### src/design/dmsr_pkg.sv
// ----------------------------------------------------------------------------
// dmsr_pkg
// Shared types, codes and constants of the dual motor speed ramp core.
// ----------------------------------------------------------------------------
package dmsr_pkg;

   localparam int SPEED_W     = 16;
   localparam int UNIT_W      = 14;
   localparam int GRADE_W     = 3;
   localparam int STEP_W      = UNIT_W + GRADE_W;
   localparam int MV_W        = 16;
   localparam int KIND_W      = 2;
   localparam int SUPPLY_W    = 2;
   localparam int CSR_INDEX_W = 3;
   localparam int CSR_DATA_W  = 16;

   localparam int TICK_DIVIDE_DEFAULT = 10;

   // item kinds
   localparam logic [KIND_W-1:0] KIND_TICK   = 2'd0;
   localparam logic [KIND_W-1:0] KIND_RUN    = 2'd1;
   localparam logic [KIND_W-1:0] KIND_STATUS = 2'd2;

   // supply alarm codes
   localparam logic [SUPPLY_W-1:0] SUPPLY_NORMAL = 2'd0;
   localparam logic [SUPPLY_W-1:0] SUPPLY_UNDER  = 2'd1;
   localparam logic [SUPPLY_W-1:0] SUPPLY_OVER   = 2'd2;

   localparam logic [MV_W-1:0] UNDER_MV = 16'd18500;
   localparam logic [MV_W-1:0] OVER_MV  = 16'd26500;

   // register indexes
   localparam logic [CSR_INDEX_W-1:0] REG_MIN_SPEED     = 3'd0;
   localparam logic [CSR_INDEX_W-1:0] REG_MAX_SPEED     = 3'd1;
   localparam logic [CSR_INDEX_W-1:0] REG_RAMP_UNIT     = 3'd2;
   localparam logic [CSR_INDEX_W-1:0] REG_SPEED_GRADE_1 = 3'd3;
   localparam logic [CSR_INDEX_W-1:0] REG_SPEED_GRADE_2 = 3'd4;
   localparam logic [CSR_INDEX_W-1:0] REG_RAMP_GRADE_1  = 3'd5;
   localparam logic [CSR_INDEX_W-1:0] REG_RAMP_GRADE_2  = 3'd6;

   // floor(p / 7) == (p * RECIP_7) >> RECIP_SHIFT, exact for p < 2**19
   localparam int                PROD_W      = SPEED_W + GRADE_W;
   localparam int                RECIP_SHIFT = 22;
   localparam int                RECIP_W     = 20;
   localparam logic [RECIP_W-1:0] RECIP_7    = 20'd599187;

   // cycles the target pipeline needs after a register write
   localparam int                SETTLE_W      = 2;
   localparam logic [SETTLE_W-1:0] SETTLE_CYCLES = 2'd3;

   typedef struct packed {
      logic [KIND_W-1:0] kind;
      logic              motor;
      logic              run;
      logic              direction;
      logic              fault_first;
      logic              fault_second;
      logic [MV_W-1:0]   supply_mv;
   } req_item_type;

   // packed so that the last field sits in the lowest bits
   typedef struct packed {
      logic [SUPPLY_W-1:0] supply_alarm;
      logic                alarm_second;
      logic                alarm_first;
      logic                running_second;
      logic                running_first;
      logic                dir_second;
      logic                dir_first;
      logic [SPEED_W-1:0]  compare_second;
      logic [SPEED_W-1:0]  compare_first;
   } rsp_item_type;

   typedef struct packed {
      logic [SPEED_W-1:0] target_speed;
      logic [STEP_W-1:0]  ramp_step;
   } chan_cfg_type;

endpackage

### src/design/dmsr_grade.sv
// ----------------------------------------------------------------------------
// dmsr_grade
// Derives each channel's target speed and ramp step from the registers.
// ----------------------------------------------------------------------------
module dmsr_grade (
   input  logic                            clock,
   input  logic [dmsr_pkg::SPEED_W-1:0]    min_speed,
   input  logic [dmsr_pkg::SPEED_W-1:0]    max_speed,
   input  logic [dmsr_pkg::UNIT_W-1:0]     ramp_unit,
   input  logic [dmsr_pkg::GRADE_W-1:0]    speed_grade [2],
   input  logic [dmsr_pkg::GRADE_W-1:0]    ramp_grade [2],
   output dmsr_pkg::chan_cfg_type          chan_cfg [2]
);
   import dmsr_pkg::*;

   logic [SPEED_W:0]           diff;
   logic                       diff_neg;
   logic [SPEED_W-1:0]         diff_mag;
   logic [PROD_W-1:0]          prod_in [2];
   logic [PROD_W-1:0]          prod_ff [2];
   logic                       neg_s1_ff;
   logic                       neg_s2_ff;
   logic [STEP_W-1:0]          step_in [2];
   logic [STEP_W-1:0]          step_ff [2];
   logic [PROD_W+RECIP_W-1:0]  recip_prod [2];
   logic [SPEED_W-1:0]         quot_in [2];
   logic [SPEED_W-1:0]         quot_ff [2];
   logic [SPEED_W-1:0]         target_in [2];
   logic [SPEED_W-1:0]         target_ff [2];

   assign diff     = {1'b0, max_speed} - {1'b0, min_speed};
   assign diff_neg = diff[SPEED_W];
   assign diff_mag = diff_neg ? SPEED_W'(-diff) : diff[SPEED_W-1:0];

   always_comb begin
      for (int ch = 0; ch < 2; ch++) begin
         prod_in[ch]    = PROD_W'(diff_mag * speed_grade[ch]);
         step_in[ch]    = STEP_W'(ramp_unit * ramp_grade[ch]);
         recip_prod[ch] = prod_ff[ch] * RECIP_7;
         quot_in[ch]    = recip_prod[ch][RECIP_SHIFT +: SPEED_W];
         // quotient truncates toward zero, so the sign goes on afterwards
         target_in[ch]  = neg_s2_ff ? (min_speed - quot_ff[ch])
                                    : (min_speed + quot_ff[ch]);
      end
   end

   always_ff @(posedge clock) begin
      neg_s1_ff <= diff_neg;
      neg_s2_ff <= neg_s1_ff;
      for (int ch = 0; ch < 2; ch++) begin
         prod_ff[ch]   <= prod_in[ch];
         step_ff[ch]   <= step_in[ch];
         quot_ff[ch]   <= quot_in[ch];
         target_ff[ch] <= target_in[ch];
      end
   end

   always_comb begin
      for (int ch = 0; ch < 2; ch++) begin
         chan_cfg[ch].target_speed = target_ff[ch];
         chan_cfg[ch].ramp_step    = step_ff[ch];
      end
   end

endmodule

### src/design/dmsr_ramp.sv
// ----------------------------------------------------------------------------
// dmsr_ramp
// One ramp step of a channel's compare value toward its target.
// ----------------------------------------------------------------------------
module dmsr_ramp (
   input  logic [dmsr_pkg::SPEED_W-1:0] current_speed,
   input  logic [dmsr_pkg::SPEED_W-1:0] target_speed,
   input  logic [dmsr_pkg::STEP_W-1:0]  ramp_step,
   input  logic [dmsr_pkg::SPEED_W-1:0] min_speed,
   output logic [dmsr_pkg::SPEED_W-1:0] next_speed
);
   import dmsr_pkg::*;

   logic [SPEED_W+1:0] up_sum;
   logic [SPEED_W+1:0] raised;
   logic [SPEED_W-1:0] lowered;

   assign up_sum = {2'b00, current_speed} + {1'b0, ramp_step};

   always_comb begin
      // acceleration starts from the minimum running speed
      raised = (current_speed < min_speed) ? {2'b00, min_speed} : up_sum;
      // deceleration drops to zero at or below the minimum
      if (current_speed <= min_speed) begin
         lowered = '0;
      end else if ({1'b0, current_speed} > ramp_step) begin
         lowered = current_speed - ramp_step[SPEED_W-1:0];
      end else begin
         lowered = '0;
      end

      priority if (current_speed == target_speed) begin
         next_speed = current_speed;
      end else if (ramp_step == '0) begin
         next_speed = target_speed;
      end else if (current_speed < target_speed) begin
         next_speed = (raised >= {2'b00, target_speed}) ? target_speed
                                                        : raised[SPEED_W-1:0];
      end else begin
         next_speed = (lowered <= target_speed) ? target_speed : lowered;
      end
   end

endmodule

### src/design/dmsr_state.sv
// ----------------------------------------------------------------------------
// dmsr_state
// Channel state, tick prescaler and fault latches; applies one item per
// advance and presents the updated state as the result.
// ----------------------------------------------------------------------------
module dmsr_state #(
   parameter int TICK_DIVIDE = dmsr_pkg::TICK_DIVIDE_DEFAULT
) (
   input  logic                          clock,
   input  logic                          reset,
   input  logic                          advance,
   input  dmsr_pkg::req_item_type        item,
   input  dmsr_pkg::chan_cfg_type        chan_cfg [2],
   input  logic [dmsr_pkg::SPEED_W-1:0]  min_speed,
   output dmsr_pkg::rsp_item_type        result
);
   import dmsr_pkg::*;

   localparam int PRESCALE_W = $clog2(TICK_DIVIDE + 1);
   localparam logic [PRESCALE_W-1:0] PRESCALE_LAST = PRESCALE_W'(TICK_DIVIDE);

   logic [SPEED_W-1:0]    current_ff [2];
   logic [SPEED_W-1:0]    current_in [2];
   logic [SPEED_W-1:0]    target_ff [2];
   logic [SPEED_W-1:0]    target_in [2];
   logic [SPEED_W-1:0]    ramp_next [2];
   logic [1:0]            run_ff;
   logic [1:0]            run_in;
   logic [1:0]            dir_ff;
   logic [1:0]            dir_in;
   logic [1:0]            fault_ff;
   logic [1:0]            fault_in;
   logic [SUPPLY_W-1:0]   supply_ff;
   logic [SUPPLY_W-1:0]   supply_in;
   logic [PRESCALE_W-1:0] prescale_ff;
   logic [PRESCALE_W-1:0] prescale_in;

   for (genvar ch = 0; ch < 2; ch++) begin : g_ramp
      dmsr_ramp u_ramp (
         .current_speed (current_ff[ch]),
         .target_speed  (target_ff[ch]),
         .ramp_step     (chan_cfg[ch].ramp_step),
         .min_speed     (min_speed),
         .next_speed    (ramp_next[ch])
      );
   end

   always_comb begin
      current_in  = current_ff;
      target_in   = target_ff;
      run_in      = run_ff;
      dir_in      = dir_ff;
      fault_in    = fault_ff;
      supply_in   = supply_ff;
      prescale_in = prescale_ff;

      unique case (item.kind)
         KIND_TICK: begin
            if (prescale_ff == PRESCALE_LAST) begin
               prescale_in = '0;
               current_in  = ramp_next;
            end else begin
               prescale_in = prescale_ff + 1'b1;
            end
         end
         KIND_RUN: begin
            dir_in[item.motor]    = item.direction;
            run_in[item.motor]    = item.run;
            target_in[item.motor] = item.run ? chan_cfg[item.motor].target_speed : '0;
         end
         KIND_STATUS: begin
            fault_in = {item.fault_second, item.fault_first};
            priority if (item.supply_mv < UNDER_MV) begin
               supply_in = SUPPLY_UNDER;
            end else if (item.supply_mv > OVER_MV) begin
               supply_in = SUPPLY_OVER;
            end else begin
               supply_in = SUPPLY_NORMAL;
            end
            // a channel's own fault or any supply alarm stops that running motor
            for (int ch = 0; ch < 2; ch++) begin
               if ((fault_in[ch] || supply_in != SUPPLY_NORMAL) && run_ff[ch]) begin
                  run_in[ch]    = 1'b0;
                  target_in[ch] = '0;
               end
            end
         end
         default: begin
         end
      endcase
   end

   always_ff @(posedge clock) begin
      if (reset) begin
         current_ff  <= '{default: '0};
         target_ff   <= '{default: '0};
         run_ff      <= '0;
         dir_ff      <= '0;
         fault_ff    <= '0;
         supply_ff   <= SUPPLY_NORMAL;
         prescale_ff <= '0;
      end else if (advance) begin
         current_ff  <= current_in;
         target_ff   <= target_in;
         run_ff      <= run_in;
         dir_ff      <= dir_in;
         fault_ff    <= fault_in;
         supply_ff   <= supply_in;
         prescale_ff <= prescale_in;
      end
   end

   always_comb begin
      result.compare_first  = current_in[0];
      result.compare_second = current_in[1];
      result.dir_first      = dir_in[0];
      result.dir_second     = dir_in[1];
      result.running_first  = run_in[0];
      result.running_second = run_in[1];
      result.alarm_first    = fault_in[0];
      result.alarm_second   = fault_in[1];
      result.supply_alarm   = supply_in;
   end

endmodule

### src/design/dual_motor_speed_ramp_core.sv
// ----------------------------------------------------------------------------
// dual_motor_speed_ramp_core
// Two-channel PWM compare ramp generator with run commands and fault latching.
// ----------------------------------------------------------------------------
// Accepts one item per clock while req_tready is high and returns one result
// for every item. An input register holds the item, and the state update and
// result are formed in one pass and captured in the output register, which
// drives rsp_tvalid. While a result waits on rsp_tready, one more item can
// enter the input register before req_tready drops. After reset and after
// every register write, req_tready stays low while the target-speed pipeline
// (subtract and grade multiply, multiply by the reciprocal of seven, add to
// the minimum) picks up the new values. Compare values move once every
// TICK_DIVIDE+1 tick items.
module dual_motor_speed_ramp_core #(
   parameter int TICK_DIVIDE = dmsr_pkg::TICK_DIVIDE_DEFAULT
) (
   input  logic                                clock,
   input  logic                                reset,
   // tdata: motor, run, direction, fault_first, fault_second, supply_mv[15:0]
   input  logic [23:0]                         req_tdata,
   // tuser: kind[1:0]
   input  logic [dmsr_pkg::KIND_W-1:0]         req_tuser,
   input  logic                                req_tvalid,
   output logic                                req_tready,
   // tdata: compare_first[15:0], compare_second[15:0], dir_first, dir_second,
   //        running_first, running_second, alarm_first, alarm_second,
   //        supply_alarm[1:0]
   output logic [39:0]                         rsp_tdata,
   output logic                                rsp_tvalid,
   input  logic                                rsp_tready,
   input  logic                                csr_valid,
   output logic                                csr_ready,
   input  logic [dmsr_pkg::CSR_INDEX_W-1:0]    csr_index,
   input  logic [dmsr_pkg::CSR_DATA_W-1:0]     csr_wdata
);
   import dmsr_pkg::*;

   logic [SPEED_W-1:0]  min_speed_ff;
   logic [SPEED_W-1:0]  max_speed_ff;
   logic [UNIT_W-1:0]   ramp_unit_ff;
   logic [GRADE_W-1:0]  speed_grade_ff [2];
   logic [GRADE_W-1:0]  ramp_grade_ff [2];
   logic                csr_write;

   logic [SETTLE_W-1:0] settle_ff;
   logic [SETTLE_W-1:0] settle_in;

   req_item_type        req_item;
   req_item_type        item_ff;
   logic                item_valid_ff;
   logic                item_valid_in;
   logic                req_xfer;
   logic                advance;

   chan_cfg_type        chan_cfg [2];
   rsp_item_type        result;
   rsp_item_type        rsp_ff;
   logic                rsp_valid_ff;
   logic                rsp_valid_in;

   // register port
   assign csr_ready = 1'b1;
   assign csr_write = csr_valid && csr_ready;

   always_ff @(posedge clock) begin
      if (reset) begin
         min_speed_ff   <= '0;
         max_speed_ff   <= '1;
         ramp_unit_ff   <= UNIT_W'(1);
         speed_grade_ff <= '{default: GRADE_W'(7)};
         ramp_grade_ff  <= '{default: GRADE_W'(2)};
      end else if (csr_write) begin
         unique case (csr_index)
            REG_MIN_SPEED:     min_speed_ff      <= csr_wdata;
            REG_MAX_SPEED:     max_speed_ff      <= csr_wdata;
            REG_RAMP_UNIT:     ramp_unit_ff      <= csr_wdata[UNIT_W-1:0];
            REG_SPEED_GRADE_1: speed_grade_ff[0] <= csr_wdata[GRADE_W-1:0];
            REG_SPEED_GRADE_2: speed_grade_ff[1] <= csr_wdata[GRADE_W-1:0];
            REG_RAMP_GRADE_1:  ramp_grade_ff[0]  <= csr_wdata[GRADE_W-1:0];
            REG_RAMP_GRADE_2:  ramp_grade_ff[1]  <= csr_wdata[GRADE_W-1:0];
            default: begin
            end
         endcase
      end
   end

   always_comb begin
      if (csr_write) begin
         settle_in = SETTLE_CYCLES;
      end else if (settle_ff != '0) begin
         settle_in = settle_ff - 1'b1;
      end else begin
         settle_in = settle_ff;
      end
   end

   always_ff @(posedge clock) begin
      if (reset) begin
         settle_ff <= SETTLE_CYCLES;
      end else begin
         settle_ff <= settle_in;
      end
   end

   dmsr_grade u_grade (
      .clock       (clock),
      .min_speed   (min_speed_ff),
      .max_speed   (max_speed_ff),
      .ramp_unit   (ramp_unit_ff),
      .speed_grade (speed_grade_ff),
      .ramp_grade  (ramp_grade_ff),
      .chan_cfg    (chan_cfg)
   );

   // input register
   always_comb begin
      req_item.kind         = req_tuser;
      req_item.motor        = req_tdata[0];
      req_item.run          = req_tdata[1];
      req_item.direction    = req_tdata[2];
      req_item.fault_first  = req_tdata[3];
      req_item.fault_second = req_tdata[4];
      req_item.supply_mv    = req_tdata[5 +: MV_W];
   end

   assign advance    = item_valid_ff && (!rsp_valid_ff || rsp_tready);
   assign req_tready = (settle_ff == '0) && (!item_valid_ff || advance);
   assign req_xfer   = req_tvalid && req_tready;

   always_comb begin
      if (req_xfer) begin
         item_valid_in = 1'b1;
      end else if (advance) begin
         item_valid_in = 1'b0;
      end else begin
         item_valid_in = item_valid_ff;
      end
   end

   always_ff @(posedge clock) begin
      if (reset) begin
         item_valid_ff <= 1'b0;
      end else begin
         item_valid_ff <= item_valid_in;
      end
   end

   always_ff @(posedge clock) begin
      if (req_xfer) begin
         item_ff <= req_item;
      end
   end

   dmsr_state #(
      .TICK_DIVIDE (TICK_DIVIDE)
   ) u_state (
      .clock     (clock),
      .reset     (reset),
      .advance   (advance),
      .item      (item_ff),
      .chan_cfg  (chan_cfg),
      .min_speed (min_speed_ff),
      .result    (result)
   );

   // output register
   always_comb begin
      if (advance) begin
         rsp_valid_in = 1'b1;
      end else if (rsp_tready) begin
         rsp_valid_in = 1'b0;
      end else begin
         rsp_valid_in = rsp_valid_ff;
      end
   end

   always_ff @(posedge clock) begin
      if (reset) begin
         rsp_valid_ff <= 1'b0;
      end else begin
         rsp_valid_ff <= rsp_valid_in;
      end
   end

   always_ff @(posedge clock) begin
      if (advance) begin
         rsp_ff <= result;
      end
   end

   assign rsp_tvalid = rsp_valid_ff;
   assign rsp_tdata  = rsp_ff;

endmodule

### config.mk
export PLATFORM = sky130hd
export DESIGN_NAME = dual_motor_speed_ramp_core
export DESIGN_NICKNAME = d
export VERILOG_FILES = /design/src/design/dmsr_pkg.sv /design/src/design/dmsr_grade.sv /design/src/design/dmsr_ramp.sv /design/src/design/dmsr_state.sv /design/src/design/dual_motor_speed_ramp_core.sv
export SDC_FILE = /design/constraint.sdc
export NUM_CORES = 2
export LEC_CHECK = 0
export ABC_CLOCK_PERIOD_IN_PS = 6850
export BUFFER_PORTS_ARGS = -buffer_cell sky130_fd_sc_hd__buf_2
export CORE_AREA = 4 4 307 429
export DETAILED_ROUTE_END_ITERATION = 6
export DIE_AREA = 0 0 311 433
export PLACE_DENSITY = 0.4
export REMOVE_ABC_BUFFERS = 1
export SKIP_CTS_REPAIR_TIMING = 1
export SYNTH_ARGS = -nofsm -noshare
export SYNTH_HDL_FRONTEND = slang
export SYNTH_SLANG_ARGS = --single-unit
export TNS_END_PERCENT = 50
### constraint.sdc
create_clock -name clock -period 6.85 [get_ports clock]
set_input_delay 1.0275 -clock clock [delete_from_list [all_inputs] [get_ports clock]]
set_output_delay 1.0275 -clock clock [all_outputs]
set_load 0.01 [all_outputs]
# == After elaboration in Yosys (flattened, before gate mapping) ==
# Memory sizes are Yosys's and may differ from the RTL's.
# Index checks and enable logic that the tools add are counted.
# op_classes
addsub,12
n_mul,6
magnitude_cmp,18
eq_ne,13
muxes,49
bitwise,1
n_reduce_logical,34
# ops
op,count
$mux W16,21
$mux W33,3
$mul A19 B20 Y38 const B,2
$le A16 B16 Y1,4
$lt A16 B16 Y1,4
$mux W32,2
$pmux W32 S2,1
$sub A16 B16 Y16,4
$mul A16 B3 Y19,2
$add A16 B17 Y18,2
$ge A18 B16 Y1,2
$mux W18,2
$gt A16 B17 Y1,2
$logic_not A17 Y1,2
$mul A14 B3 Y17,2
$add A16 B16 Y16,2
$bwmux W32,1
$eq A16 B16 Y1,2
$sub A16 B16 Y17,1
$demux W16 S1,1
$gt A16 B15 Y1 const B,1
$lt A16 B15 Y1 const B,1
$neg A16 Y16,1
$reduce_and A2 Y1,8
other kinds (28),60
# word_totals
reg_bits,203
ram_bits,136
in_bits,50
output_inout_bits,43
wordCells,174
mem_count,4
# memory_table
memory,depth,width,read_ports,rd_ports_with_merged_regs,wr,line_no,source
u_grade.prod_ff,2,19,2,0,2,dmsr_grade.sv:20,logic [PROD_W-1:0] prod_ff [2];
u_grade.step_ff,2,17,2,0,2,dmsr_grade.sv:24,logic [STEP_W-1:0] step_ff [2];
u_grade.quot_ff,2,16,2,0,2,dmsr_grade.sv:27,logic [SPEED_W-1:0] quot_ff [2];
u_grade.target_ff,2,16,2,0,2,dmsr_grade.sv:29,logic [SPEED_W-1:0] target_ff [2];

# == Logic depth before layout (Yosys ltp) ==
# An unclocked memory read counts as a cell.
# logic_depth
word_depth,11
depth_mapped,28
depth_no_buf,27

# == By module ==
# Synthesis repeated with hierarchy kept, for this count alone.
# hier_totals
hier_cells,4089
area_unflattened_um2,35989.5
# by_module_without_submodules
module,instances,cells_each,area_per_inst_um2,seq_area_each_um2
dmsr_grade,1,2151,19099.6,2762.6
dual_motor_speed_ramp_core,1,321,4503.1,3133.0
dmsr_ramp at u_state.g_ramp[1].u_ramp,1,604,4200.3,0.0
dmsr_state,1,446,4167.7,1521.5
dmsr_ramp at u_state.g_ramp[0].u_ramp,1,567,4018.9,0.0

# == Worst setup path before layout ==
# Ideal clock, no wire load.
# synth_path
path_type,register -> register
start,mem u_grade.prod_ff[0][17] (netlist bit)
end,mem u_grade.quot_ff[0][15]
setup_time_ns,0.121
arrival_ns,5.484
required_time_ns,6.729
slack_ns,1.245
stages_incl_launch_ff,21
path_buffers,0
synth_period_minus_slack_ns,5.605
cell_sequence,dfxtp_1 -> inv_1 -> ha_1 -> fa_1 -> inv_1 -> fa_1 -> inv_1 -> fa_1 -> inv_1 -> fa_1 -> fa_1 -> ha_1 -> nand4_1 -> a211oi_1 -> nand4_1 -> a2111oi_0 -> o21ai_0 -> a21oi_1 -> o32a_1 -> a21oi_1 -> xnor2_1
# synth_lines
item,line_no
"start, declared",dmsr_grade.sv:20
"end, declared",dmsr_grade.sv:27

==> flow_summary_export.csv <==
group,metric,value,unit
yosys,synth-main-ff-cell,"dfxtp_1",
yosys,synth_seq_cells,339,
yosys,synth.area.mux_share,0.00558,
timing,period_share,0.907,
timing,setup_viol,0,
timing,period_minus_slack,6.21,ns
yosys,synth_compound_area_frac,0.160,
floorplanning,die_y,433,um
critical_path,cp.required,7.36,ns
worst_hold_path,hold_depth,0,
floorplanning,dieArea,0.135,mm2
run_status,outcome,"complete, no violations",
timing,skew,0.0347,ns
clocking,h-tree-depth,2,
yosys,yosysTopAreaCell,"ha_1",
critical_path,critPathLaunchType,"flip-flop",
clocking,clk_pin_slew,0.06,ns
critical_path,crit_arrival,6.72,ns
cells_and_area,area_growth,11.9,%
timing,rsz0062_at_grt,"false",
floorplanning,io_pins,93,
critical_path,worst_r2r_path_depth,27,
timing,tns,0,ns
yosys,synth_area,0.0343,mm2
cells_and_area,layout_common_cells,"ha_1, inv_1, nand2_1",
route,vias,27600,
critical_path,endpoint_kind,"flip-flop",
floorplanning,die_w,311,um
timing,worst_pin_slew,1.14,ns
route,vias_per_cell,4.78,
cells_and_area,utilization,0.301,
yosys,synth_edf_count,63,
worst_hold_path,hold_class,"reg -> reg",
timing,holdWs,0.327,ns
yosys,synth.yosys.seq_area_share,0.216,
yosys,synth_xor_area_frac,0.0513,
clocking,cts_root_buf,"clkbuf_16",
yosys,async_flop_share,0,
yosys,syn_area_per_cell,8.57,um2
yosys,synth_top_family_by_area,"adder cells",
yosys,netlist.area_leader.share,0.214,
yosys,ys_warn_count,0,
yosys,synthAdderAreaFrac,0.330,
yosys,syn_inst,4001,
yosys,synthTopCellsByArea,"ha_1, dfxtp_1, fa_1",
cells_and_area,drive_gt1_frac,0.0714,
cells_and_area,fill_cells,13700,
floorplanning,initial_utilization,0.269,
clocking,cts_tree,"yes",
global_route,grt_start_max_net_pins,65,
run,max_cap_violations,0,
timing,max-slew-margin-rel,0.234,
global_route,grt_pass1_wl,172,mm
clocking,clockBufferDepth,3,
route,firstDrtPassIters,6,
cells_and_area,fin_nets,4933,
timing,fmax,161,MHz
clocking,cts_sinks,339,
place,dp_hpwl,92.5,mm
critical_path,critical_path_class,"reg -> reg",
route,wl,110,mm
route,drt_iter0_markers,1411,
global_route,antenna_found_initial,9,
critical_path,r2r_slack,0.64,ns
floorplanning,core_area,0.128,mm2
place,io_buffers,88,
clocking,cts-buffers-inserted,41,
cells_and_area,multiInputGateArea,0.0243,mm2
global_route,grt-ovfl-total,0,
global_route,grt_usage,0.164,
route,drt-wirelength-per-cell,19.1,um
yosys,synth_cell_type_count,98,
clocking,worstSkewPairLatency,0.61,ns
cells_and_area,seq_area,0.00742,mm2
floorplanning,num_rows,155,
timing,hold_violations,0,
place,gp_congestion,0.884,
route,drc,0,
timing,slew_viol_final,0,
critical_path,cp_max_fo,11,
yosys,synth-simple-area-share,0.159,
global_route,grt_pass1_vias,28900,
route,ant_nets,0,
cells_and_area,final_common_cell,"ha_1",
[worst max-delay path: stages, from the launching register on]
cell and delay, ns:
dfxtp_1 0.30, inv_1 0.06, ha_1 0.17, inv_1 0.06, fa_1 0.42, a211oi_1 0.31
o21ai_1 0.21, a311oi_1 0.38, o21ai_0 0.19, o41a_1 0.42, inv_1 0.12, buf_4 0.18
nand2_1 0.08, xnor2_1 0.14, buf_4 0.17, nand2_1 0.07, fa_1 0.58, inv_1 0.06
ha_1 0.28, a21o_1 0.16, a21oi_1 0.22, o21a_1 0.16, o21ai_0 0.18, a2111oi_0 0.43
nor2_1 0.18, a211o_1 0.29, a21oi_1 0.18, xnor2_1 0.13
[cell type report]
cell class,instances,area share
diodes,3,0.000196
clock buffers,54,0.0296
clock inverters,22,0.00844
inverters,575,0.0562
multi-input cells,2976,0.632
flip-flops and latches,339,0.193
well taps,1648,0.0537
repair buffers,164,0.0264
[cell families after synthesis]
kind of cell	after synthesis
xor gates and xnor gates	201
DFF	339
and+or+nand+nor	1146
buffers and inverters	686
adders and majority gates	786
muxes	18
other	1
AOI/OAI and AO/OA	824
[per-layer routing]
metal | track usage | vias up | wire, um | share of wire
met4 | 0.0615 | 2 | 4730 | 0.043
met3 | 0.0141 | 158 | 2840 | 0.026
li1 | - | 13900 | - | -
met5 | 0 | - | 11 | 0.00010
met1 | 0.182 | 13200 | 44000 | 0.40
met2 | 0.321 | 402 | 58700 | 0.53
[cell usage after synthesis, types with 11 or more instances]
library cell / n
nor2_1: 224
nor3b_1: 11
xor2_1: 43
a31oi_1: 15
nand2_1: 438
nand4_1: 36
and3_1: 19
nor4_1: 21
o211ai_1: 21
or2_2: 19
nand3b_1: 25
nor2b_1: 54
clkbuf_1: 87
o21bai_1: 15
o21ai_1: 22
or3_1: 31
and2_1: 60
dfxtp_1: 276
nand2b_1: 31
xnor2_1: 158
inv_1: 575
ha_1: 587
a21oi_1: 264
o21ai_0: 131
o21a_1: 33
nand3_1: 79
a211oi_1: 36
a2111oi_0: 13
nor3_1: 67
edfxtp_1: 63
a211o_1: 19
a21o_1: 70
o31ai_1: 29
fa_1: 199
a21boi_0: 12
[metrics by stage]
stage | cells | cell area (um2) | worst slack, ns
after global routing | 5778 | 38400 | 0.0927
after floorplan | 3890 | 33800 | 1.24
after CTS | 5778 | 38400 | 0.451
after global placement | 5702 | 36900 | 0.475
after detailed placement | 5702 | 36900 | 0.488
final | 5781 | 38400 | 0.638
[sequential cells by signal, summed over array words and instances, names as in the netlist, 4 cells and up]
signal               cells
item_ff                 23
max_speed_ff            16
min_speed_ff            16
ramp_grade_ff            6
ramp_unit_ff            14
rsp_tdata               40
speed_grade_ff           6
u_grade.prod_ff         38
u_grade.quot_ff         32
u_grade.step_ff         34
u_grade.target_ff       32
u_state.current_ff      32
u_state.prescale_ff      4
u_state.target_ff       32
[path summary, 6_finish.rpt]
check,startpoint,endpoint
worst max-delay path,max_speed_ff[0]$_SDFFE_PP1P_,u_grade.prod_ff[0][17]$_DFF_P_
worst min-delay path,u_grade.neg_s1_ff$_DFF_P_,u_grade.neg_s2_ff$_DFF_P_
worst max register to register,max_speed_ff[0]$_SDFFE_PP1P_,u_grade.prod_ff[0][17]$_DFF_P_
worst min register to register,u_grade.neg_s1_ff$_DFF_P_,u_grade.neg_s2_ff$_DFF_P_
Power is not shown: default switching activity piles up to over one toggle a cycle in this logic, so the estimate is an artifact.
